[src/hdl/usr_pkg.sv]
// ----------------------------------------------------------------------------
// usr_pkg
// Shared types, codes and descriptor tables for the endpoint-0 request
// responder.
// ----------------------------------------------------------------------------
package usr_pkg;

    typedef enum logic [2:0] {
        ACT_NONE       = 3'd0,
        ACT_DATA       = 3'd1,
        ACT_ZLP        = 3'd2,
        ACT_ACK_IN     = 3'd3,
        ACT_STALL      = 3'd4,
        ACT_STATUS_OUT = 3'd5
    } action_t;

    typedef enum logic [2:0] {
        KIND_DEVICE = 3'd0,
        KIND_CONFIG = 3'd1,
        KIND_STR0   = 3'd2,
        KIND_STR1   = 3'd3,
        KIND_STR2   = 3'd4,
        KIND_STR3   = 3'd5,
        KIND_EMPTY  = 3'd6
    } kind_t;

    localparam logic [1:0] DS_POWERED    = 2'd0;
    localparam logic [1:0] DS_DEFAULT    = 2'd1;
    localparam logic [1:0] DS_ADDRESSED  = 2'd2;
    localparam logic [1:0] DS_CONFIGURED = 2'd3;

    localparam logic [7:0] REQ_SET_ADDRESS    = 8'd5;
    localparam logic [7:0] REQ_GET_DESCRIPTOR = 8'd6;
    localparam logic [7:0] REQ_SET_CONFIG     = 8'd9;

    localparam logic [7:0] DT_DEVICE = 8'd1;
    localparam logic [7:0] DT_CONFIG = 8'd2;
    localparam logic [7:0] DT_STRING = 8'd3;

    localparam logic [15:0] MAX_ADDR = 16'h007F;

    localparam logic [1:0] CFG_VENDOR_ID  = 2'd0;
    localparam logic [1:0] CFG_PRODUCT_ID = 2'd1;
    localparam logic [1:0] CFG_SERIAL     = 2'd2;

    localparam logic [15:0] VENDOR_ID_RST  = 16'd9049;
    localparam logic [15:0] PRODUCT_ID_RST = 16'd6021;
    localparam logic [23:0] SERIAL_RST     = 24'h123456;

    // Count of bytes in one descriptor is at most 48.
    localparam int CNT_W = 6;

    // Decision taken for one accepted request.
    typedef struct packed {
        logic [1:0]       dev_state;
        logic [6:0]       dev_addr;
        action_t          action;
        logic             desc;
        kind_t            kind;
        logic [CNT_W-1:0] count;
    } ch9_dec_t;

    function automatic logic [CNT_W-1:0] desc_len(input kind_t kind);
        logic [CNT_W-1:0] n;
        case (kind)
            KIND_DEVICE: n = 6'd18;
            KIND_CONFIG: n = 6'd32;
            KIND_STR0:   n = 6'd4;
            KIND_STR1:   n = 6'd48;
            KIND_STR2:   n = 6'd36;
            KIND_STR3:   n = 6'd14;
            default:     n = 6'd0;
        endcase
        return n;
    endfunction

    function automatic logic [7:0] conf_byte(input logic [4:0] i);
        logic [7:0] b;
        case (i)
            5'd0:  b = 8'h09;  5'd1:  b = 8'h02;  5'd2:  b = 8'h20;  5'd3:  b = 8'h00;
            5'd4:  b = 8'h01;  5'd5:  b = 8'h01;  5'd6:  b = 8'h04;  5'd7:  b = 8'hC0;
            5'd8:  b = 8'h32;  5'd9:  b = 8'h09;  5'd10: b = 8'h04;  5'd11: b = 8'h00;
            5'd12: b = 8'h00;  5'd13: b = 8'h02;  5'd14: b = 8'hFF;  5'd15: b = 8'hFF;
            5'd16: b = 8'h01;  5'd17: b = 8'h05;  5'd18: b = 8'h07;  5'd19: b = 8'h05;
            5'd20: b = 8'h01;  5'd21: b = 8'h02;  5'd22: b = 8'h00;  5'd23: b = 8'h02;
            5'd24: b = 8'h00;  5'd25: b = 8'h07;  5'd26: b = 8'h05;  5'd27: b = 8'h82;
            5'd28: b = 8'h02;  5'd29: b = 8'h00;  5'd30: b = 8'h02;  5'd31: b = 8'h00;
            default: b = 8'h00;
        endcase
        return b;
    endfunction

    function automatic logic [7:0] lang_byte(input logic [1:0] i);
        logic [7:0] b;
        case (i)
            2'd0:    b = 8'h04;
            2'd1:    b = 8'h03;
            2'd2:    b = 8'h09;
            default: b = 8'h04;
        endcase
        return b;
    endfunction

    // Characters of the manufacturer string; zero past the end.
    function automatic logic [7:0] maker_char(input logic [4:0] c);
        logic [7:0] b;
        case (c)
            5'd0:  b = 8'h4F;  5'd1:  b = 8'h6E;  5'd2:  b = 8'h79;  5'd3:  b = 8'h78;
            5'd4:  b = 8'h20;  5'd5:  b = 8'h49;  5'd6:  b = 8'h6E;  5'd7:  b = 8'h74;
            5'd8:  b = 8'h65;  5'd9:  b = 8'h72;  5'd10: b = 8'h6E;  5'd11: b = 8'h61;
            5'd12: b = 8'h74;  5'd13: b = 8'h69;  5'd14: b = 8'h6F;  5'd15: b = 8'h6E;
            5'd16: b = 8'h61;  5'd17: b = 8'h6C;  5'd18: b = 8'h20;  5'd19: b = 8'h49;
            5'd20: b = 8'h6E;  5'd21: b = 8'h63;  5'd22: b = 8'h2E;
            default: b = 8'h00;
        endcase
        return b;
    endfunction

    // Characters of the product string; zero past the end.
    function automatic logic [7:0] prod_char(input logic [4:0] c);
        logic [7:0] b;
        case (c)
            5'd0:  b = 8'h4F;  5'd1:  b = 8'h6E;  5'd2:  b = 8'h79;  5'd3:  b = 8'h78;
            5'd4:  b = 8'h20;  5'd5:  b = 8'h42;  5'd6:  b = 8'h4F;  5'd7:  b = 8'h4F;
            5'd8:  b = 8'h58;  5'd9:  b = 8'h20;  5'd10: b = 8'h65;  5'd11: b = 8'h72;
            5'd12: b = 8'h65;  5'd13: b = 8'h61;  5'd14: b = 8'h64;  5'd15: b = 8'h65;
            5'd16: b = 8'h72;
            default: b = 8'h00;
        endcase
        return b;
    endfunction

endpackage

[src/hdl/usb_standard_request_responder.sv]
// ----------------------------------------------------------------------------
// usb_standard_request_responder
// Endpoint-0 responder for USB standard requests.
// ----------------------------------------------------------------------------
// Each input transfer is a bus reset (tuser high) or a decoded setup packet.
// Resets, address and configuration requests and ignored requests give one
// result, registered at the edge that accepts the item. GET_DESCRIPTOR gives
// one data byte per cycle while the output slot is free, or a zero-length
// result when nothing is to be sent, followed by an expect-status-out result.
// The byte counter of the sequencer steps once per delivered data byte, and
// output back-pressure stalls the sequence. Every result carries the device
// address and state after the request, and tlast marks the final result of
// an item. s_tready is low until that final result has been taken or is
// being taken. Configuration writes take effect at once and must be made
// while the block is idle.
module usb_standard_request_responder
    import usr_pkg::*;
(
    input  logic        aclk,
    input  logic        aresetn,
    input  logic        cfg_we,
    input  logic [1:0]  cfg_addr,
    input  logic [23:0] cfg_wdata,
    input  logic        s_tvalid,
    output logic        s_tready,
    // [7:0] request_code, [23:8] request_value, [39:24] request_index,
    // [55:40] request_length
    input  logic [55:0] s_tdata,
    // [0] req_type
    input  logic        s_tuser,
    output logic        m_tvalid,
    input  logic        m_tready,
    // [2:0] action, [10:3] data_byte, [17:11] device_address,
    // [19:18] device_state, [23:20] zero
    output logic [23:0] m_tdata,
    output logic        m_tlast
);

    typedef enum logic [1:0] {
        SEQ_IDLE,
        SEQ_ZLP,
        SEQ_DATA,
        SEQ_TAIL
    } seq_t;

    seq_t             seq_reg, seq_next;
    logic [1:0]       dev_state_reg, dev_state_next;
    logic [6:0]       dev_addr_reg, dev_addr_next;
    kind_t            kind_reg, kind_next;
    logic [CNT_W-1:0] cnt_reg, cnt_next;
    logic [CNT_W-1:0] num_reg, num_next;
    logic             m_tvalid_reg, m_tvalid_next;
    action_t          m_action_reg, m_action_next;
    logic [7:0]       m_byte_reg, m_byte_next;
    logic             m_last_reg, m_last_next;
    logic [15:0]      vendor_id_reg;
    logic [15:0]      product_id_reg;
    logic [23:0]      serial_reg;

    ch9_dec_t         dec;
    logic [7:0]       rom_byte;
    logic [CNT_W-1:0] cnt_inc;
    logic             slot_free;
    logic             s_fire;

    usr_ch9 u_ch9 (
        .req_type       (s_tuser),
        .request_code   (s_tdata[7:0]),
        .request_value  (s_tdata[23:8]),
        .request_index  (s_tdata[39:24]),
        .request_length (s_tdata[55:40]),
        .dev_state      (dev_state_reg),
        .dev_addr       (dev_addr_reg),
        .dec            (dec)
    );

    usr_desc_rom u_rom (
        .kind          (kind_reg),
        .idx           (cnt_reg),
        .vendor_id     (vendor_id_reg),
        .product_id    (product_id_reg),
        .serial_digits (serial_reg),
        .data_byte     (rom_byte)
    );

    assign slot_free = !m_tvalid_reg || m_tready;
    assign s_tready  = (seq_reg == SEQ_IDLE) && slot_free;
    assign s_fire    = s_tvalid && s_tready;
    assign cnt_inc   = cnt_reg + 1'b1;

    assign m_tvalid = m_tvalid_reg;
    assign m_tlast  = m_last_reg;
    assign m_tdata  = {4'd0, dev_state_reg, dev_addr_reg, m_byte_reg, m_action_reg};

    always_comb begin
        seq_next       = seq_reg;
        dev_state_next = dev_state_reg;
        dev_addr_next  = dev_addr_reg;
        kind_next      = kind_reg;
        cnt_next       = cnt_reg;
        num_next       = num_reg;
        m_tvalid_next  = m_tvalid_reg && !m_tready;
        m_action_next  = m_action_reg;
        m_byte_next    = m_byte_reg;
        m_last_next    = m_last_reg;
        case (seq_reg)
            SEQ_IDLE: begin
                if (s_fire) begin
                    dev_state_next = dec.dev_state;
                    dev_addr_next  = dec.dev_addr;
                    if (dec.desc) begin
                        kind_next = dec.kind;
                        num_next  = dec.count;
                        cnt_next  = '0;
                        seq_next  = (dec.count == '0) ? SEQ_ZLP : SEQ_DATA;
                    end else begin
                        m_tvalid_next = 1'b1;
                        m_action_next = dec.action;
                        m_byte_next   = 8'd0;
                        m_last_next   = 1'b1;
                    end
                end
            end
            SEQ_ZLP: begin
                if (slot_free) begin
                    m_tvalid_next = 1'b1;
                    m_action_next = ACT_ZLP;
                    m_byte_next   = 8'd0;
                    m_last_next   = 1'b0;
                    seq_next      = SEQ_TAIL;
                end
            end
            SEQ_DATA: begin
                if (slot_free) begin
                    m_tvalid_next = 1'b1;
                    m_action_next = ACT_DATA;
                    m_byte_next   = rom_byte;
                    m_last_next   = 1'b0;
                    cnt_next      = cnt_inc;
                    if (cnt_inc == num_reg) begin
                        seq_next = SEQ_TAIL;
                    end
                end
            end
            SEQ_TAIL: begin
                if (slot_free) begin
                    m_tvalid_next = 1'b1;
                    m_action_next = ACT_STATUS_OUT;
                    m_byte_next   = 8'd0;
                    m_last_next   = 1'b1;
                    seq_next      = SEQ_IDLE;
                end
            end
            default: seq_next = SEQ_IDLE;
        endcase
    end

    always_ff @(posedge aclk) begin
        if (!aresetn) begin
            seq_reg       <= SEQ_IDLE;
            dev_state_reg <= DS_POWERED;
            dev_addr_reg  <= 7'd0;
            m_tvalid_reg  <= 1'b0;
        end else begin
            seq_reg       <= seq_next;
            dev_state_reg <= dev_state_next;
            dev_addr_reg  <= dev_addr_next;
            m_tvalid_reg  <= m_tvalid_next;
        end
        kind_reg     <= kind_next;
        cnt_reg      <= cnt_next;
        num_reg      <= num_next;
        m_action_reg <= m_action_next;
        m_byte_reg   <= m_byte_next;
        m_last_reg   <= m_last_next;
    end

    always_ff @(posedge aclk) begin
        if (!aresetn) begin
            vendor_id_reg  <= VENDOR_ID_RST;
            product_id_reg <= PRODUCT_ID_RST;
            serial_reg     <= SERIAL_RST;
        end else if (cfg_we) begin
            case (cfg_addr)
                CFG_VENDOR_ID:  vendor_id_reg  <= cfg_wdata[15:0];
                CFG_PRODUCT_ID: product_id_reg <= cfg_wdata[15:0];
                CFG_SERIAL:     serial_reg     <= cfg_wdata;
                default: ;
            endcase
        end
    end

endmodule

[src/hdl/usr_ch9.sv]
// ----------------------------------------------------------------------------
// usr_ch9
// Device state rules: decides the response to a bus reset or a setup packet
// and the device state and address that follow it.
// ----------------------------------------------------------------------------
module usr_ch9
    import usr_pkg::*;
(
    input  logic        req_type,
    input  logic [7:0]  request_code,
    input  logic [15:0] request_value,
    input  logic [15:0] request_index,
    input  logic [15:0] request_length,
    input  logic [1:0]  dev_state,
    input  logic [6:0]  dev_addr,
    output ch9_dec_t    dec
);

    logic [7:0]       cfg_val;
    logic [7:0]       str_idx;
    logic [CNT_W-1:0] full_len;

    assign cfg_val  = request_value[7:0];
    assign str_idx  = request_value[7:0];

    always_comb begin
        dec.dev_state = dev_state;
        dec.dev_addr  = dev_addr;
        dec.action    = ACT_NONE;
        dec.desc      = 1'b0;
        dec.kind      = KIND_DEVICE;
        if (req_type) begin
            dec.dev_state = DS_DEFAULT;
            dec.dev_addr  = 7'd0;
        end else begin
            case (request_code)
                REQ_SET_ADDRESS: begin
                    if (request_index == 16'd0 && request_length == 16'd0
                        && request_value <= MAX_ADDR) begin
                        case (dev_state)
                            DS_DEFAULT: begin
                                dec.action = ACT_ACK_IN;
                                if (request_value != 16'd0) begin
                                    dec.dev_addr  = request_value[6:0];
                                    dec.dev_state = DS_ADDRESSED;
                                end
                            end
                            DS_ADDRESSED: begin
                                dec.action   = ACT_ACK_IN;
                                dec.dev_addr = request_value[6:0];
                                if (request_value == 16'd0) begin
                                    dec.dev_state = DS_DEFAULT;
                                end
                            end
                            DS_CONFIGURED: begin
                                if (request_value == 16'd0) begin
                                    dec.action    = ACT_ACK_IN;
                                    dec.dev_addr  = 7'd0;
                                    dec.dev_state = DS_DEFAULT;
                                end else begin
                                    dec.action = ACT_STALL;
                                end
                            end
                            default: ;
                        endcase
                    end
                end
                REQ_SET_CONFIG: begin
                    if (dev_state == DS_ADDRESSED) begin
                        if (cfg_val == 8'd0) begin
                            dec.action = ACT_ACK_IN;
                        end else if (cfg_val == 8'd1) begin
                            dec.action    = ACT_ACK_IN;
                            dec.dev_state = DS_CONFIGURED;
                        end
                    end else if (dev_state == DS_CONFIGURED) begin
                        dec.action = ACT_ACK_IN;
                        if (cfg_val == 8'd0) begin
                            dec.dev_state = DS_ADDRESSED;
                        end
                    end else begin
                        dec.action = ACT_STALL;
                    end
                end
                REQ_GET_DESCRIPTOR: begin
                    case (request_value[15:8])
                        DT_DEVICE: begin
                            dec.desc = 1'b1;
                            dec.kind = KIND_DEVICE;
                        end
                        DT_CONFIG: begin
                            dec.desc = 1'b1;
                            dec.kind = KIND_CONFIG;
                        end
                        DT_STRING: begin
                            dec.desc = 1'b1;
                            case (str_idx)
                                8'd0:    dec.kind = KIND_STR0;
                                8'd1:    dec.kind = KIND_STR1;
                                8'd2:    dec.kind = KIND_STR2;
                                8'd3:    dec.kind = KIND_STR3;
                                default: dec.kind = KIND_EMPTY;
                            endcase
                        end
                        default: ;
                    endcase
                end
                default: ;
            endcase
        end

        // The reply is clamped to what the host asked for.
        full_len  = desc_len(dec.kind);
        dec.count = (request_length < {{(16-CNT_W){1'b0}}, full_len})
                    ? request_length[CNT_W-1:0] : full_len;
    end

endmodule

[src/hdl/usr_desc_rom.sv]
// ----------------------------------------------------------------------------
// usr_desc_rom
// Byte lookup for the device, configuration and string descriptors, with
// the identifiers and serial digits taken from the configuration registers.
// ----------------------------------------------------------------------------
module usr_desc_rom
    import usr_pkg::*;
(
    input  kind_t            kind,
    input  logic [CNT_W-1:0] idx,
    input  logic [15:0]      vendor_id,
    input  logic [15:0]      product_id,
    input  logic [23:0]      serial_digits,
    output logic [7:0]       data_byte
);

    logic [4:0] chr;
    logic [3:0] digit;
    logic [7:0] dev_byte;
    logic [7:0] str_char;
    logic [7:0] str_len;

    // String descriptors hold one UTF-16 character per byte pair after the header.
    assign chr = idx[CNT_W-1:1] - 5'd1;

    always_comb begin
        case (chr[2:0])
            3'd0:    digit = serial_digits[23:20];
            3'd1:    digit = serial_digits[19:16];
            3'd2:    digit = serial_digits[15:12];
            3'd3:    digit = serial_digits[11:8];
            3'd4:    digit = serial_digits[7:4];
            3'd5:    digit = serial_digits[3:0];
            default: digit = 4'd0;
        endcase
    end

    always_comb begin
        case (idx)
            6'd0:    dev_byte = 8'h12;
            6'd1:    dev_byte = 8'h01;
            6'd2:    dev_byte = 8'h00;
            6'd3:    dev_byte = 8'h02;
            6'd4:    dev_byte = 8'hFF;
            6'd5:    dev_byte = 8'hFF;
            6'd6:    dev_byte = 8'hFF;
            6'd7:    dev_byte = 8'h40;
            6'd8:    dev_byte = vendor_id[7:0];
            6'd9:    dev_byte = vendor_id[15:8];
            6'd10:   dev_byte = product_id[7:0];
            6'd11:   dev_byte = product_id[15:8];
            6'd12:   dev_byte = 8'h01;
            6'd13:   dev_byte = 8'h00;
            6'd14:   dev_byte = 8'h01;
            6'd15:   dev_byte = 8'h02;
            6'd16:   dev_byte = 8'h03;
            default: dev_byte = 8'h01;
        endcase
    end

    always_comb begin
        case (kind)
            KIND_STR1: begin
                str_len  = 8'd48;
                str_char = maker_char(chr);
            end
            KIND_STR2: begin
                str_len  = 8'd36;
                str_char = prod_char(chr);
            end
            default: begin
                str_len  = 8'd14;
                str_char = 8'h30 + {4'd0, digit};
            end
        endcase
    end

    always_comb begin
        case (kind)
            KIND_DEVICE: data_byte = dev_byte;
            KIND_CONFIG: data_byte = conf_byte(idx[4:0]);
            KIND_STR0:   data_byte = lang_byte(idx[1:0]);
            KIND_STR1, KIND_STR2, KIND_STR3: begin
                if (idx == 6'd0) begin
                    data_byte = str_len;
                end else if (idx == 6'd1) begin
                    data_byte = 8'h03;
                end else if (idx[0]) begin
                    data_byte = 8'h00;
                end else begin
                    data_byte = str_char;
                end
            end
            default:     data_byte = 8'h00;
        endcase
    end

endmodule

[config.mk]
export PLATFORM = sky130hd
export DESIGN_NAME = usb_standard_request_responder
export DESIGN_NICKNAME = d
export VERILOG_FILES = /design/src/hdl/usr_pkg.sv /design/src/hdl/usb_standard_request_responder.sv /design/src/hdl/usr_ch9.sv /design/src/hdl/usr_desc_rom.sv
export SDC_FILE = /design/constraint.sdc
export NUM_CORES = 1
export LEC_CHECK = 0
export ABC_AREA = 1
export BUFFER_PORTS_ARGS = -buffer_cell sky130_fd_sc_hd__buf_2
export CORE_MARGIN = 2
export CORE_UTILIZATION = 39
export CTS_CLUSTER_SIZE = 40
export DETAILED_ROUTE_END_ITERATION = 10
export GPL_TIMING_DRIVEN = 0
export PLACE_DENSITY = 0.58
export SLEW_MARGIN = 0
export SYNTH_ARGS = -nofsm -noshare
export SYNTH_HDL_FRONTEND = slang
export SYNTH_SLANG_ARGS = --single-unit
[constraint.sdc]
create_clock -name aclk -period 5.85 [get_ports aclk]
set_input_delay 0.585 -clock aclk [delete_from_list [all_inputs] [get_ports aclk]]
set_output_delay 0.585 -clock aclk [all_outputs]
set_load 0.01 [all_outputs]
==> run_summary.xml, run 1 <==
<?xml version="1.0" encoding="UTF-8"?>
<metrics>
  <group name="outcome">
    <metric name="run_status" unit="">complete, no violations</metric>
  </group>
  <group name="grt">
    <metric name="antenna_found_initial" unit="">0</metric>
    <metric name="grt_pass1_vias" unit="">6263</metric>
    <metric name="grt_overflow" unit="">0</metric>
    <metric name="grtUsageTotal" unit="%">21.56</metric>
    <metric name="grt_first_pass_wirelength" unit="microns">30970</metric>
    <metric name="grt_start_max_net_pins" unit="">21</metric>
  </group>
  <group name="synth">
    <metric name="synth-edff-count" unit="">27</metric>
    <metric name="most_used_dff_post_synth" unit="">sky130_fd_sc_hd__dfxtp_1</metric>
    <metric name="post_synth_instance_area" unit="sq mm">0.006633</metric>
    <metric name="yosys_warnings" unit="">0</metric>
    <metric name="ys_ff_latch" unit="">103</metric>
    <metric name="syn_inst" unit="">946</metric>
    <metric name="share_of_async_settable_or_async_resettable_flops_after_synthesis" unit="%">0</metric>
    <metric name="synth-seq-area-share" unit="%">35.16</metric>
    <metric name="average_instance_area_after_synthesis" unit="sq um">7.011</metric>
    <metric name="synth_cell_type_count" unit="">56</metric>
  </group>
  <group name="setup_path">
    <metric name="critical_path.max_fanout" unit="">11</metric>
    <metric name="regToRegSetupSlack" unit="ns">1.80</metric>
    <metric name="worst-endpoint-required" unit="ns">5.93</metric>
    <metric name="worst_setup_path_end_kind" unit="">flip-flop</metric>
    <metric name="worstSetupStartpoint" unit="">cnt_reg[1]$_DFFE_PP_</metric>
    <metric name="critical_path.startpoint_type" unit="">flip-flop</metric>
    <metric name="criticalPathCategory" unit="">flip-flop to flip-flop</metric>
    <metric name="worstSetupEndpoint" unit="">m_byte_reg[2]$_SDFFCE_PN0P_</metric>
    <metric name="worst_r2r_endpoint" unit="">m_byte_reg[2]$_SDFFCE_PN0P_</metric>
    <metric name="critPathArrivalTime" unit="ns">4.13</metric>
    <metric name="rr_startpoint" unit="">cnt_reg[1]$_DFFE_PP_</metric>
    <metric name="worst_r2r_path_depth" unit="">13</metric>
  </group>
  <group name="drt">
    <metric name="ant_nets" unit="">0</metric>
    <metric name="wl_per_cell" unit="microns">14.68</metric>
    <metric name="drt-initial-drc-count" unit="">417</metric>
    <metric name="drc" unit="">0</metric>
    <metric name="detail_route.first_pass.iterations" unit="">5</metric>
    <metric name="postRouteWirelength" unit="microns">19010</metric>
    <metric name="average_vias_per_placed_instance" unit="">5.141</metric>
    <metric name="num_vias" unit="">6658</metric>
  </group>
  <group name="floorplan">
    <metric name="io_pins" unit="">115</metric>
    <metric name="coreArea" unit="sq mm">0.01658</metric>
    <metric name="die_w" unit="microns">134.4</metric>
    <metric name="floorplan.die.height" unit="microns">134.4</metric>
    <metric name="rows" unit="">47</metric>
    <metric name="floorplan.die_area" unit="sq mm">0.01807</metric>
    <metric name="initial_utilization" unit="%">40.00</metric>
  </group>
  <group name="finish">
    <metric name="antenna_cells" unit="">0</metric>
    <metric name="largest_register_ff_count" unit="">24</metric>
    <metric name="design.final.nets" unit="">1186</metric>
    <metric name="drive_gt1_share" unit="%">16.93</metric>
    <metric name="finished_cell_area" unit="sq mm">0.007799</metric>
    <metric name="area.growth.synth_to_final" unit="%">17.58</metric>
    <metric name="final_util" unit="%">47.03</metric>
    <metric name="fillCellCount" unit="">1656</metric>
  </group>
  <group name="timing">
    <metric name="max_freq" unit="GHz">0.2468</metric>
    <metric name="grt_setup_unrepaired" unit="">false</metric>
    <metric name="final-setup-viol-count" unit="">0</metric>
    <metric name="min_period_over_period" unit="%">69.26</metric>
    <metric name="setup_tns" unit="ns">0</metric>
    <metric name="timing.final.ws_setup" unit="ns">1.798</metric>
    <metric name="tightest_slew" unit="ns">1.036</metric>
    <metric name="period_needed" unit="ns">4.052</metric>
    <metric name="hold_viol" unit="">0</metric>
    <metric name="timing.slew.headroom" unit="%">30.29</metric>
    <metric name="report.final.slew_viol_count" unit="">0</metric>
    <metric name="clock_skew" unit="ns">0.01382</metric>
  </group>
  <group name="worst_hold_path">
    <metric name="hold_wc_path_type" unit="">input port to flip-flop</metric>
  </group>
  <group name="power_and_ir_drop">
    <metric name="power.share.clock" unit="%">41.9</metric>
    <metric name="power_density" unit="mW/mm^2">199.3</metric>
    <metric name="max_rail_drop_vdd" unit="mV">0.1674</metric>
    <metric name="leakage" unit="nW">3.532</metric>
    <metric name="power.share.switching" unit="%">25.71</metric>
    <metric name="seq_power_share" unit="%">49.4</metric>
    <metric name="cell_internal_pwr" unit="mW">1.155</metric>
    <metric name="power_switching" unit="uW">399.6</metric>
    <metric name="power.combinational.fraction" unit="%">8.7</metric>
  </group>
  <group name="placed_design">
    <metric name="place_congestion" unit="">0.8959</metric>
    <metric name="placement.cell_area" unit="sq mm">0.007470</metric>
    <metric name="dp.final_hpwl" unit="microns">15090</metric>
    <metric name="pre_cts_slack" unit="ns">1.890</metric>
    <metric name="port_bufs" unit="">110</metric>
  </group>
  <group name="clock_tree">
    <metric name="tritoncts" unit="">built</metric>
    <metric name="cts_max_level" unit="">3</metric>
    <metric name="worst_skew_pair.late_latency" unit="ns">0.36</metric>
    <metric name="clk_root_buffer_cell" unit="">sky130_fd_sc_hd__clkbuf_16</metric>
    <metric name="postCtsHoldBufs" unit="">0</metric>
    <metric name="post_cts_resized" unit="">0</metric>
    <metric name="clockBufferDepth" unit="">2</metric>
    <metric name="cts_num_sinks" unit="">103</metric>
    <metric name="post_cts_buffers" unit="">0</metric>
    <metric name="cts_inserted_buffers" unit="">9</metric>
    <metric name="clk_pin_slew" unit="ns">0.09</metric>
  </group>
  <group name="job">
    <metric name="drv.max_cap_violation_count" unit="">0</metric>
  </group>
</metrics>
==> cells in the final DEF, fill, tap and decap left out, types with 3 or more instances in the layout <==
cell                        instances
sky130_fd_sc_hd__edfxtp_1          27
sky130_fd_sc_hd__conb_1             4
sky130_fd_sc_hd__o21ai_1            3
sky130_fd_sc_hd__clkinv_8           3
sky130_fd_sc_hd__nor2_2             7
sky130_fd_sc_hd__dfxtp_1           76
sky130_fd_sc_hd__a21oi_2            3
sky130_fd_sc_hd__inv_1            129
sky130_fd_sc_hd__o22ai_1            4
sky130_fd_sc_hd__a221oi_1          12
sky130_fd_sc_hd__o21a_1             6
sky130_fd_sc_hd__nand2_2           10
sky130_fd_sc_hd__nor4_1            11
sky130_fd_sc_hd__xor2_1             3
sky130_fd_sc_hd__nand3_1           64
sky130_fd_sc_hd__ha_1              28
sky130_fd_sc_hd__buf_2            112
sky130_fd_sc_hd__nor2_1           125
sky130_fd_sc_hd__clkbuf_16          9
sky130_fd_sc_hd__clkbuf_1          21
sky130_fd_sc_hd__a21oi_1           53
sky130_fd_sc_hd__o211ai_1          13
sky130_fd_sc_hd__nor3_1            19
sky130_fd_sc_hd__inv_2              5
sky130_fd_sc_hd__a31oi_1           12
sky130_fd_sc_hd__nand2_1          175
sky130_fd_sc_hd__nor2_4             3
sky130_fd_sc_hd__a211oi_1           8
sky130_fd_sc_hd__xnor2_1            7
sky130_fd_sc_hd__nand4_1            7
sky130_fd_sc_hd__o21ai_0           70
sky130_fd_sc_hd__o21ai_2            4
sky130_fd_sc_hd__buf_4              5
==> metal layers <==
| layer | global-route usage [%] | part of all wire (%) |
|---|---|---|
| met5 | 0 | 0 |
| met4 | 9.591 | 3.7 |
| met3 | 4.006 | 6.6 |
| met2 | 35.03 | 45 |
| met1 | 27.92 | 44 |
==> cells by family after synthesis <==
family                   count (synthesis)  share of synthesized area (%)
adder cells (fa/ha/maj)                 28                          5.282
other                                    1                        0.05654
flip-flops                             103                          35.16
AO/OA/AOI/OAI                          202                          18.69
AND/OR/NAND/NOR                        434                          29.22
XOR/XNOR                                11                          1.566
buffers and inverters                  167                          10.02
==> Yosys cell counts (6+ instances only) <==
library cell	n	area, sq um
sky130_fd_sc_hd__nor2_1	125	469.2
sky130_fd_sc_hd__o21ai_0	70	350.3
sky130_fd_sc_hd__o211ai_1	13	97.59
sky130_fd_sc_hd__dfxtp_1	76	1521
sky130_fd_sc_hd__nand2_1	175	656.9
sky130_fd_sc_hd__o21a_1	6	45.04
sky130_fd_sc_hd__nor3_1	19	95.09
sky130_fd_sc_hd__clkbuf_1	21	78.83
sky130_fd_sc_hd__a221oi_1	12	105.1
sky130_fd_sc_hd__edfxtp_1	27	810.8
sky130_fd_sc_hd__nor2_2	7	43.79
sky130_fd_sc_hd__a211oi_1	8	60.06
sky130_fd_sc_hd__xnor2_1	7	61.31
sky130_fd_sc_hd__a31oi_1	12	75.07
sky130_fd_sc_hd__inv_1	129	484.2
sky130_fd_sc_hd__nand2_2	10	62.56
sky130_fd_sc_hd__a21oi_1	53	265.3
sky130_fd_sc_hd__ha_1	28	350.3
sky130_fd_sc_hd__nand3_1	64	320.3
sky130_fd_sc_hd__nor4_1	11	68.82
sky130_fd_sc_hd__nand4_1	7	43.79
==> cell type report <==
cell class | instances | area, sq um | share of cell area (%)
Buffer | 31 | 153.9 | 1.973
Tap cell | 220 | 275.3 | 3.530
Clock inverter | 7 | 103.9 | 1.332
Clock buffer | 9 | 225.2 | 2.888
Inverter | 136 | 510.5 | 6.546
Multi-Input combinational cell | 679 | 3647 | 46.77
Sequential cell | 103 | 2332 | 29.91
Timing Repair Buffer | 110 | 550.5 | 7.059
==> per-stage QoR <==
step	hold slack, ns	total power [mW]	cells
6_report	0.4322	1.554	1295
5_1_grt	0.4373	1.619	1295
4_1_cts	0.4283	1.567	1295
3_5_place_dp	0.4396	0.9193	1279
3_3_place_gp	0.4363	0.9186	1279
2_1_floorplan	0.4237	0.8517	949
==> how the worst min path moves through the flow <==
stage | from | end | slack [ns] | depth (start not counted)
3_5_place_dp | vendor_id_reg[1]$_SDFFE_PN0P_ | vendor_id_reg[1]$_SDFFE_PN0P_ | 0.44 | 2
3_3_place_gp | vendor_id_reg[1]$_SDFFE_PN0P_ | vendor_id_reg[1]$_SDFFE_PN0P_ | 0.44 | 2
4_1_cts | cfg_wdata[17] | serial_reg[17]$_SDFFE_PN1P_ | 0.43 | 3
2_1_floorplan | vendor_id_reg[10]$_SDFFE_PN0P_ | vendor_id_reg[10]$_SDFFE_PN0P_ | 0.42 | 2
5_1_grt | cfg_wdata[17] | serial_reg[17]$_SDFFE_PN1P_ | 0.44 | 3
6_report | cfg_wdata[17] | serial_reg[17]$_SDFFE_PN1P_ | 0.43 | 3
==> worst max-delay path, stage by stage (launching register included) <==
cell and delay, ns:
sky130_fd_sc_hd__edfxtp_1 0.58, sky130_fd_sc_hd__inv_1 0.42, sky130_fd_sc_hd__ha_1 0.26, sky130_fd_sc_hd__inv_1 0.05, sky130_fd_sc_hd__ha_1 0.32, sky130_fd_sc_hd__clkbuf_1 0.32
sky130_fd_sc_hd__clkinv_1 0.34, sky130_fd_sc_hd__clkbuf_1 0.34, sky130_fd_sc_hd__ha_1 0.35, sky130_fd_sc_hd__or2_2 0.30, sky130_fd_sc_hd__a31oi_1 0.17, sky130_fd_sc_hd__o211ai_1 0.14
sky130_fd_sc_hd__nand3_1 0.11, sky130_fd_sc_hd__a21oi_1 0.06
==> power by group through the flow <==
stage	Combinational [mW]	Sequential [mW]	Clock [mW]
after global placement	0.134	0.784	0
after floorplan	0.0675	0.784	0
after detailed placement	0.135	0.784	0
final	0.136	0.768	0.651
after global routing	0.154	0.771	0.694
after CTS	0.136	0.768	0.663
No activity file was read; power rests on OpenSTA's default activity.
==> inputs of run 2 (changes only) <==
==> constraint.sdc (replaced) <==
create_clock -name aclk -period 3.75 [get_ports aclk]
set_input_delay 0.375 -clock aclk [delete_from_list [all_inputs] [get_ports aclk]]
set_output_delay 0.375 -clock aclk [all_outputs]
set_load 0.01 [all_outputs]
==> run 2 against run 1 <==
  * Critical endpoint is now m_byte_reg[0]$_SDFFCE_PN0P_
  * First-iteration DRC count up 5.3%
  * Cell count about the same
  * Power is 56% higher
  * Global-route usage barely moved
  * Largest power group unchanged
  * Combinational power increased by 56%
  * Critical path type unchanged
  * Final area barely moved
  * Core utilization about the same
  * Die area unchanged
==> run_summary.xml, run 2 (synthesis gave the netlist of run 1 again) <==
<?xml version="1.0" encoding="UTF-8"?>
<metrics>
  <group name="power_and_ir_drop">
    <metric name="power.share.clock" unit="%">41.9</metric>
    <metric name="power_switching" unit="uW">622.5</metric>
    <metric name="leakage" unit="nW">3.532</metric>
    <metric name="seq_power_share" unit="%">49.4</metric>
    <metric name="power_density" unit="mW/mm^2">310.5</metric>
    <metric name="totalPowerFinal" unit="mW">2.424</metric>
    <metric name="max_rail_drop_vdd" unit="mV">0.2604</metric>
    <metric name="cell_internal_pwr" unit="mW">1.801</metric>
    <metric name="power.share.switching" unit="%">25.68</metric>
    <metric name="power.combinational.fraction" unit="%">8.7</metric>
  </group>
  <group name="floorplan">
    <metric name="coreArea" unit="sq mm">0.01658</metric>
    <metric name="initial_utilization" unit="%">40.00</metric>
    <metric name="floorplan.die_area" unit="sq mm">0.01807</metric>
    <metric name="floorplan.die.height" unit="microns">134.4</metric>
    <metric name="io_pins" unit="">115</metric>
    <metric name="die_w" unit="microns">134.4</metric>
    <metric name="rows" unit="">47</metric>
  </group>
  <group name="grt">
    <metric name="grt_start_max_net_pins" unit="">21</metric>
    <metric name="grt_first_pass_wirelength" unit="microns">30960</metric>
    <metric name="antenna_found_initial" unit="">0</metric>
    <metric name="grtUsageTotal" unit="%">21.55</metric>
    <metric name="grt.met3_usage" unit="%">4.006</metric>
    <metric name="gr-usage-met2" unit="%">35.06</metric>
    <metric name="globalRoute.busiestLayer" unit="">met2</metric>
    <metric name="grt_overflow" unit="">0</metric>
    <metric name="met1_usage" unit="%">27.88</metric>
    <metric name="grt_pass1_vias" unit="">6262</metric>
  </group>
  <group name="timing">
    <metric name="report.final.slew_viol_count" unit="">0</metric>
    <metric name="timing.slew.headroom" unit="%">28.76</metric>
    <metric name="tightest_slew" unit="ns">1.059</metric>
    <metric name="hold_viol" unit="">0</metric>
    <metric name="final-setup-viol-count" unit="">0</metric>
    <metric name="max_freq" unit="GHz">0.2913</metric>
    <metric name="grt_setup_unrepaired" unit="">false</metric>
    <metric name="period_needed" unit="ns">3.433</metric>
    <metric name="min_period_over_period" unit="%">91.55</metric>
    <metric name="clock_skew" unit="ns">0.01284</metric>
  </group>
  <group name="drt">
    <metric name="drt-initial-drc-count" unit="">439</metric>
    <metric name="num_vias" unit="">6623</metric>
    <metric name="wl_per_cell" unit="microns">14.67</metric>
    <metric name="drc" unit="">0</metric>
    <metric name="postRouteWirelength" unit="microns">18980</metric>
    <metric name="ant_nets" unit="">0</metric>
    <metric name="detail_route.first_pass.iterations" unit="">5</metric>
    <metric name="average_vias_per_placed_instance" unit="">5.118</metric>
  </group>
  <group name="finish">
    <metric name="layout.cells.most_common" unit="">sky130_fd_sc_hd__nand2_1</metric>
    <metric name="highest_count_cells_in_the_layout_ignoring_fill_and_taps" unit="">sky130_fd_sc_hd__nand2_1 (175), sky130_fd_sc_hd__inv_1 (128), sky130_fd_sc_hd__nor2_1 (125)</metric>
    <metric name="antenna_cells" unit="">0</metric>
    <metric name="area.growth.synth_to_final" unit="%">17.69</metric>
    <metric name="drive_gt1_share" unit="%">17.32</metric>
    <metric name="largest_register_ff_count" unit="">24</metric>
    <metric name="final_util" unit="%">47.07</metric>
    <metric name="design.final.nets" unit="">1185</metric>
    <metric name="finished_cell_area" unit="sq mm">0.007806</metric>
    <metric name="fillCellCount" unit="">1659</metric>
  </group>
  <group name="clock_tree">
    <metric name="worst_skew_pair.late_latency" unit="ns">0.36</metric>
    <metric name="clk_pin_slew" unit="ns">0.08</metric>
    <metric name="cts_num_sinks" unit="">103</metric>
    <metric name="postCtsHoldBufs" unit="">0</metric>
    <metric name="clockBufferDepth" unit="">2</metric>
    <metric name="clk_root_buffer_cell" unit="">sky130_fd_sc_hd__clkbuf_16</metric>
    <metric name="cts_inserted_buffers" unit="">9</metric>
    <metric name="cts_max_level" unit="">3</metric>
    <metric name="tritoncts" unit="">built</metric>
  </group>
  <group name="setup_path">
    <metric name="critical_path.n_buffers_inverters" unit="">4</metric>
    <metric name="criticalPathCategory" unit="">flip-flop to flip-flop</metric>
    <metric name="critical_path.startpoint_type" unit="">flip-flop</metric>
    <metric name="timing.critical_path.cells" unit="">clkbuf_2 &gt; inv_1 &gt; ha_1 &gt; inv_1 &gt; ha_2 &gt; nand2_1 &gt; inv_1 &gt; o41ai_1 &gt; a31oi_1 &gt; o21ai_0 &gt; nand2_1 &gt; nand2_1 &gt; a21oi_1</metric>
    <metric name="critical_path.max_fanout" unit="">9</metric>
    <metric name="worst-endpoint-required" unit="ns">3.83</metric>
    <metric name="worst_setup_path_end_kind" unit="">flip-flop</metric>
    <metric name="crit_path_top_delay_cell" unit="">sky130_fd_sc_hd__o41ai_1</metric>
    <metric name="critical-path-top-delay-family" unit="">compound AO/OA/AOI/OAI gates</metric>
    <metric name="critPathArrivalTime" unit="ns">3.51</metric>
    <metric name="cp_slowest_stage_delay" unit="ns">0.60</metric>
  </group>
  <group name="placed_design">
    <metric name="place_congestion" unit="">0.8959</metric>
    <metric name="dp.final_hpwl" unit="microns">15090</metric>
    <metric name="port_bufs" unit="">110</metric>
    <metric name="placement.cell_area" unit="sq mm">0.007470</metric>
  </group>
  <group name="job">
    <metric name="drv.max_cap_violation_count" unit="">0</metric>
  </group>
  <group name="worst_hold_path">
    <metric name="hold_wc_path_type" unit="">input port to flip-flop</metric>
  </group>
  <group name="outcome">
    <metric name="run_status" unit="">complete, no violations</metric>
  </group>
</metrics>
run 2: changes by cell type in the layout (fill, tap and decap cells not counted), sizes merged:
cell      delta
clkbuf       -2
inv          -1
clkinvlp     +1
buf          +1
run 2: layout make-up:
cell class	instances	area (sq um)	area share [%]
Tap cell	220	275.3	3.526
Clock inverter	7	103.9	1.330
Timing Repair Buffer	111	558.0	7.149
Clock buffer	9	225.2	2.885
Multi-Input combinational cell	679	3650	46.75
Buffer	29	146.4	1.875
Inverter	136	515.5	6.604
Sequential cell	103	2332	29.88
run 2: metrics by stage:
step / setup TNS [ns] / setup slack [ns] / std cells / hold slack [ns]
after detailed placement: -0.2103 / -0.2095 / 1279 / 0.4396
after CTS: 0 / 0.1300 / 1295 / 0.2183
after global placement: -0.6391 / -0.4008 / 1279 / 0.4363
after global routing: 0 / 0.1441 / 1294 / 0.2273
final: 0 / 0.3170 / 1294 / 0.2235
after floorplan: 0 / 0.5584 / 949 / 0.4237
run 2: worst paths after layout:
| path | startpoint | endpoint | slack, ns | cells after the start |
|---|---|---|---|---|
| setup / recovery | cnt_reg[2]$_DFFE_PP_ | m_byte_reg[0]$_SDFFCE_PN0P_ | 0.32 | 13 |
| hold / removal | cfg_wdata[17] | serial_reg[17]$_SDFFE_PN1P_ | 0.22 | 3 |
| setup reg to reg | cnt_reg[2]$_DFFE_PP_ | m_byte_reg[0]$_SDFFCE_PN0P_ | 0.32 | 13 |
| hold reg to reg | vendor_id_reg[1]$_SDFFE_PN0P_ | vendor_id_reg[1]$_SDFFE_PN0P_ | 0.46 | 2 |
run 2: tightest hold or removal path, delay by kind of cell:
kind / cells / cell delay [ns]
buf+inv: 1 / 0.07
compound gates: 1 / 0.06
simple gates: 1 / 0.04
run 2: what timing repair did:
item                                    4_1_cts  5_1_grt
endpoints found under the setup margin        2        1
pin swaps                                     0        0
buffers inserted                              1        0
cloned                                        0        0
gates resized for setup                       2        1
run 2: metal layers:
layer | up-vias | wire [microns]
li1 | 3405 | -
met5 | - | 0
met3 | 40 | 1029
met1 | 2963 | 8568
met2 | 215 | 8657
met4 | 0 | 721
run 2: power groups by stage:
| stage | Clock [mW] | Combinational, mW | Sequential (mW) |
|---|---|---|---|
| 2_1_floorplan | 0 | 0.105 | 1.22 |
| 3_3_place_gp | 0 | 0.210 | 1.22 |
| 3_5_place_dp | 0 | 0.211 | 1.22 |
| 4_1_cts | 1.03 | 0.212 | 1.20 |
| 5_1_grt | 1.08 | 0.240 | 1.20 |
| 6_report | 1.01 | 0.212 | 1.20 |
==> inputs of run 3 (changes only) <==
--- a/config.mk
+++ b/config.mk
@@ -5,7 +5,6 @@
 export SDC_FILE = /design/constraint.sdc
 export NUM_CORES = 1
 export LEC_CHECK = 0
-export ABC_AREA = 1
 export BUFFER_PORTS_ARGS = -buffer_cell sky130_fd_sc_hd__buf_2
 export CORE_MARGIN = 2
 export CORE_UTILIZATION = 39
==> run 3 against run 2 <==
  * Clock skew fell by 0.0017 ns
  * Sequential share of layout area about the same
  * Area after synthesis rose by 0.15%
  * Sequential cell count unchanged
  * Cell count decreased by 8.6%
  * Non-clock buffer count up 32
  * Largest power group unchanged
==> run_summary.xml, run 3 <==
<?xml version="1.0" encoding="UTF-8"?>
<metrics>
  <group name="outcome">
    <metric name="run_status" unit="">complete, no violations</metric>
  </group>
  <group name="power_and_ir_drop">
    <metric name="power.share.switching" unit="%">27.00</metric>
    <metric name="power_density" unit="mW/mm^2">314.6</metric>
    <metric name="power.combinational.fraction" unit="%">13.4</metric>
    <metric name="max_rail_drop_vdd" unit="mV">0.2232</metric>
    <metric name="seq_power_share" unit="%">49.4</metric>
    <metric name="cell_internal_pwr" unit="mW">1.792</metric>
    <metric name="power_switching" unit="uW">662.8</metric>
    <metric name="leakage" unit="nW">3.094</metric>
    <metric name="power.share.clock" unit="%">37.2</metric>
  </group>
  <group name="clock_tree">
    <metric name="cts_num_sinks" unit="">103</metric>
    <metric name="cts_max_level" unit="">3</metric>
    <metric name="tritoncts" unit="">built</metric>
    <metric name="postCtsHoldBufs" unit="">0</metric>
    <metric name="clk_pin_slew" unit="ns">0.07</metric>
    <metric name="worst_skew_pair.late_latency" unit="ns">0.36</metric>
    <metric name="clk_root_buffer_cell" unit="">sky130_fd_sc_hd__clkbuf_16</metric>
    <metric name="clockBufferDepth" unit="">2</metric>
    <metric name="cts_inserted_buffers" unit="">9</metric>
  </group>
  <group name="synth">
    <metric name="post_synth_instance_area" unit="sq mm">0.006643</metric>
    <metric name="synth-seq-area-share" unit="%">35.11</metric>
    <metric name="synth_cell_type_count" unit="">87</metric>
    <metric name="synth.most_common_cell" unit="">sky130_fd_sc_hd__nand2_1</metric>
    <metric name="post_synth_most_frequent_cells" unit="">sky130_fd_sc_hd__nand2_1 (158), sky130_fd_sc_hd__a21oi_1 (80), sky130_fd_sc_hd__dfxtp_1 (76), sky130_fd_sc_hd__nor2_1 (60), sky130_fd_sc_hd__clkbuf_1 (46)</metric>
    <metric name="ys_ff_latch" unit="">103</metric>
    <metric name="synthDominantAreaCellType" unit="">sky130_fd_sc_hd__dfxtp_1</metric>
    <metric name="yosys_warnings" unit="">0</metric>
    <metric name="post_synth_main_area_contributors" unit="">sky130_fd_sc_hd__dfxtp_1 (23%), sky130_fd_sc_hd__edfxtp_1 (12%), sky130_fd_sc_hd__nand2_1 (8.9%)</metric>
    <metric name="synth-edff-count" unit="">27</metric>
    <metric name="syn_inst" unit="">835</metric>
    <metric name="synth_top_area_share" unit="%">22.90</metric>
    <metric name="share_of_async_settable_or_async_resettable_flops_after_synthesis" unit="%">0</metric>
    <metric name="average_instance_area_after_synthesis" unit="sq um">7.955</metric>
    <metric name="most_used_dff_post_synth" unit="">sky130_fd_sc_hd__dfxtp_1</metric>
  </group>
  <group name="setup_path">
    <metric name="critical_path.max_fanout" unit="">10</metric>
    <metric name="worst_setup_path_end_kind" unit="">flip-flop</metric>
    <metric name="critPathArrivalTime" unit="ns">3.72</metric>
    <metric name="criticalPathCategory" unit="">flip-flop to flip-flop</metric>
    <metric name="worstSetupStartpoint" unit="">cnt_reg[2]$_DFFE_PP_</metric>
    <metric name="rr_startpoint" unit="">cnt_reg[2]$_DFFE_PP_</metric>
    <metric name="worst-endpoint-required" unit="ns">3.85</metric>
    <metric name="critical_path.startpoint_type" unit="">flip-flop</metric>
  </group>
  <group name="drt">
    <metric name="wl_per_cell" unit="microns">16.85</metric>
    <metric name="detail_route.first_pass.iterations" unit="">5</metric>
    <metric name="average_vias_per_placed_instance" unit="">5.560</metric>
    <metric name="postRouteWirelength" unit="microns">19930</metric>
    <metric name="ant_nets" unit="">0</metric>
    <metric name="num_vias" unit="">6577</metric>
    <metric name="drc" unit="">0</metric>
    <metric name="drt-initial-drc-count" unit="">365</metric>
  </group>
  <group name="grt">
    <metric name="antenna_found_initial" unit="">0</metric>
    <metric name="grtUsageTotal" unit="%">22.32</metric>
    <metric name="grt_overflow" unit="">0</metric>
    <metric name="grt_pass1_vias" unit="">6300</metric>
    <metric name="grt_first_pass_wirelength" unit="microns">31970</metric>
    <metric name="grt_start_max_net_pins" unit="">18</metric>
  </group>
  <group name="worst_hold_path">
    <metric name="hold_start" unit="">cfg_wdata[20]</metric>
    <metric name="hold_wc_path_type" unit="">input port to flip-flop</metric>
  </group>
  <group name="job">
    <metric name="drv.max_cap_violation_count" unit="">0</metric>
  </group>
  <group name="timing">
    <metric name="clock_skew" unit="ns">0.01114</metric>
    <metric name="min_period_over_period" unit="%">96.52</metric>
    <metric name="grt_setup_unrepaired" unit="">false</metric>
    <metric name="period_needed" unit="ns">3.620</metric>
    <metric name="final-setup-viol-count" unit="">0</metric>
    <metric name="report.final.slew_viol_count" unit="">0</metric>
    <metric name="hold_viol" unit="">0</metric>
    <metric name="tightest_slew" unit="ns">0.9503</metric>
    <metric name="max_freq" unit="GHz">0.2763</metric>
    <metric name="timing.slew.headroom" unit="%">36.65</metric>
  </group>
  <group name="floorplan">
    <metric name="die_w" unit="microns">134.5</metric>
    <metric name="initial_utilization" unit="%">39.91</metric>
    <metric name="coreArea" unit="sq mm">0.01664</metric>
    <metric name="floorplan.die.height" unit="microns">134.5</metric>
    <metric name="io_pins" unit="">115</metric>
    <metric name="floorplan.die_area" unit="sq mm">0.01809</metric>
    <metric name="rows" unit="">47</metric>
  </group>
  <group name="placed_design">
    <metric name="port_bufs" unit="">108</metric>
    <metric name="dp.final_hpwl" unit="microns">15460</metric>
    <metric name="placement.cell_area" unit="sq mm">0.007470</metric>
    <metric name="place_congestion" unit="">0.9106</metric>
  </group>
  <group name="finish">
    <metric name="finished_cell_area" unit="sq mm">0.007801</metric>
    <metric name="largest_register_ff_count" unit="">24</metric>
    <metric name="highest_count_cells_in_the_layout_ignoring_fill_and_taps" unit="">sky130_fd_sc_hd__nand2_1 (158), sky130_fd_sc_hd__buf_2 (118), sky130_fd_sc_hd__a21oi_1 (80)</metric>
    <metric name="final_util" unit="%">46.88</metric>
    <metric name="drive_gt1_share" unit="%">19.11</metric>
    <metric name="antenna_cells" unit="">0</metric>
    <metric name="fillCellCount" unit="">1662</metric>
    <metric name="area.growth.synth_to_final" unit="%">17.44</metric>
    <metric name="layout.cells.most_common" unit="">sky130_fd_sc_hd__nand2_1</metric>
    <metric name="design.final.nets" unit="">1075</metric>
  </group>
</metrics>
[run 3: cell types whose count changed after synthesis, moves of 25 or more]
cell,previous run,this run
sky130_fd_sc_hd__o21ai_0,70,27
sky130_fd_sc_hd__nor2_1,125,60
sky130_fd_sc_hd__inv_1,129,25
sky130_fd_sc_hd__clkbuf_1,21,46
sky130_fd_sc_hd__a21oi_1,53,80
sky130_fd_sc_hd__nand3_1,64,37
[run 3: worst max-delay path, stage by stage (launching register included)]
cell and delay, ns:
sky130_fd_sc_hd__edfxtp_1 0.41, sky130_fd_sc_hd__buf_2 0.22, sky130_fd_sc_hd__buf_2 0.22, sky130_fd_sc_hd__inv_2 0.16
sky130_fd_sc_hd__ha_1 0.18, sky130_fd_sc_hd__inv_1 0.04, sky130_fd_sc_hd__ha_1 0.36, sky130_fd_sc_hd__clkbuf_4 0.26
sky130_fd_sc_hd__mux2_2 0.36, sky130_fd_sc_hd__a221oi_2 0.28, sky130_fd_sc_hd__o32a_1 0.22, sky130_fd_sc_hd__o21ai_0 0.10
sky130_fd_sc_hd__a31oi_1 0.18, sky130_fd_sc_hd__o221ai_1 0.14, sky130_fd_sc_hd__o21a_1 0.22
[run 3: layout make-up]
cell class,instances,area (sq um),area share [%]
clock inverter,5,41.29,0.5293
inverter,27,105.1,1.347
multi-input combinational,646,3971,50.91
clock buffer,10,239.0,3.063
tap,220,275.3,3.528
timing repair buffer,110,555.5,7.121
sequential,103,2332,29.90
buffer,62,281.5,3.609
[run 3: metal layers]
layer  vias up  GRT usage (%)  routed length (microns)
met5         -              0                        0
met4         0          6.901                      447
met3        27          4.730                     1206
met2       226          37.76                     9435
met1      3072          28.61                     8842
li1       3252              -                        -
[run 3: final timing paths]
path              slack [ns]                      endpoint  cells past startpoint
hold / removal          0.24   serial_reg[20]$_SDFFE_PN1P_                      3
setup / recovery        0.13   m_byte_reg[3]$_SDFFCE_PN0P_                     14
hold reg to reg         0.45  dev_addr_reg[3]$_SDFFE_PN0P_                      2
setup reg to reg        0.13   m_byte_reg[3]$_SDFFCE_PN0P_                     14
[run 3: kinds of logic after synthesis]
family / synth area share [%]
buf+inv: 5.576
compound gates: 22.75
xor+xnor: 2.599
other cells: 0.05645
fa+ha+maj: 5.274
flops: 35.11
simple gates: 25.60
mux: 3.033
[run 3: per-stage QoR]
step                total power, mW  setup slack (ns)  cells  setup TNS (ns)  hold WS (ns)
global route                  2.566           0.01257   1183               0        0.2513
CTS                           2.479           0.02314   1182               0        0.2242
floorplan                     1.423            0.3079    838               0        0.4329
global placement              1.565           -0.6942   1166          -3.953        0.4365
detailed placement            1.568           -0.7256   1166          -4.224        0.4417
finish                        2.455            0.1303   1183               0        0.2354
[run 3: power groups by stage]
stage	clock network [mW]	registers, mW	logic [mW]
finish	0.912	1.21	0.330
global route	0.981	1.22	0.367
CTS	0.935	1.21	0.331
detailed placement	0	1.24	0.329
global placement	0	1.24	0.327
floorplan	0	1.24	0.179
[run 3: timing repair]
item | CTS | global route
setup endpoints to repair | 7 | 7
setup buffers | 1 | 1
gates resized for setup | 10 | 3
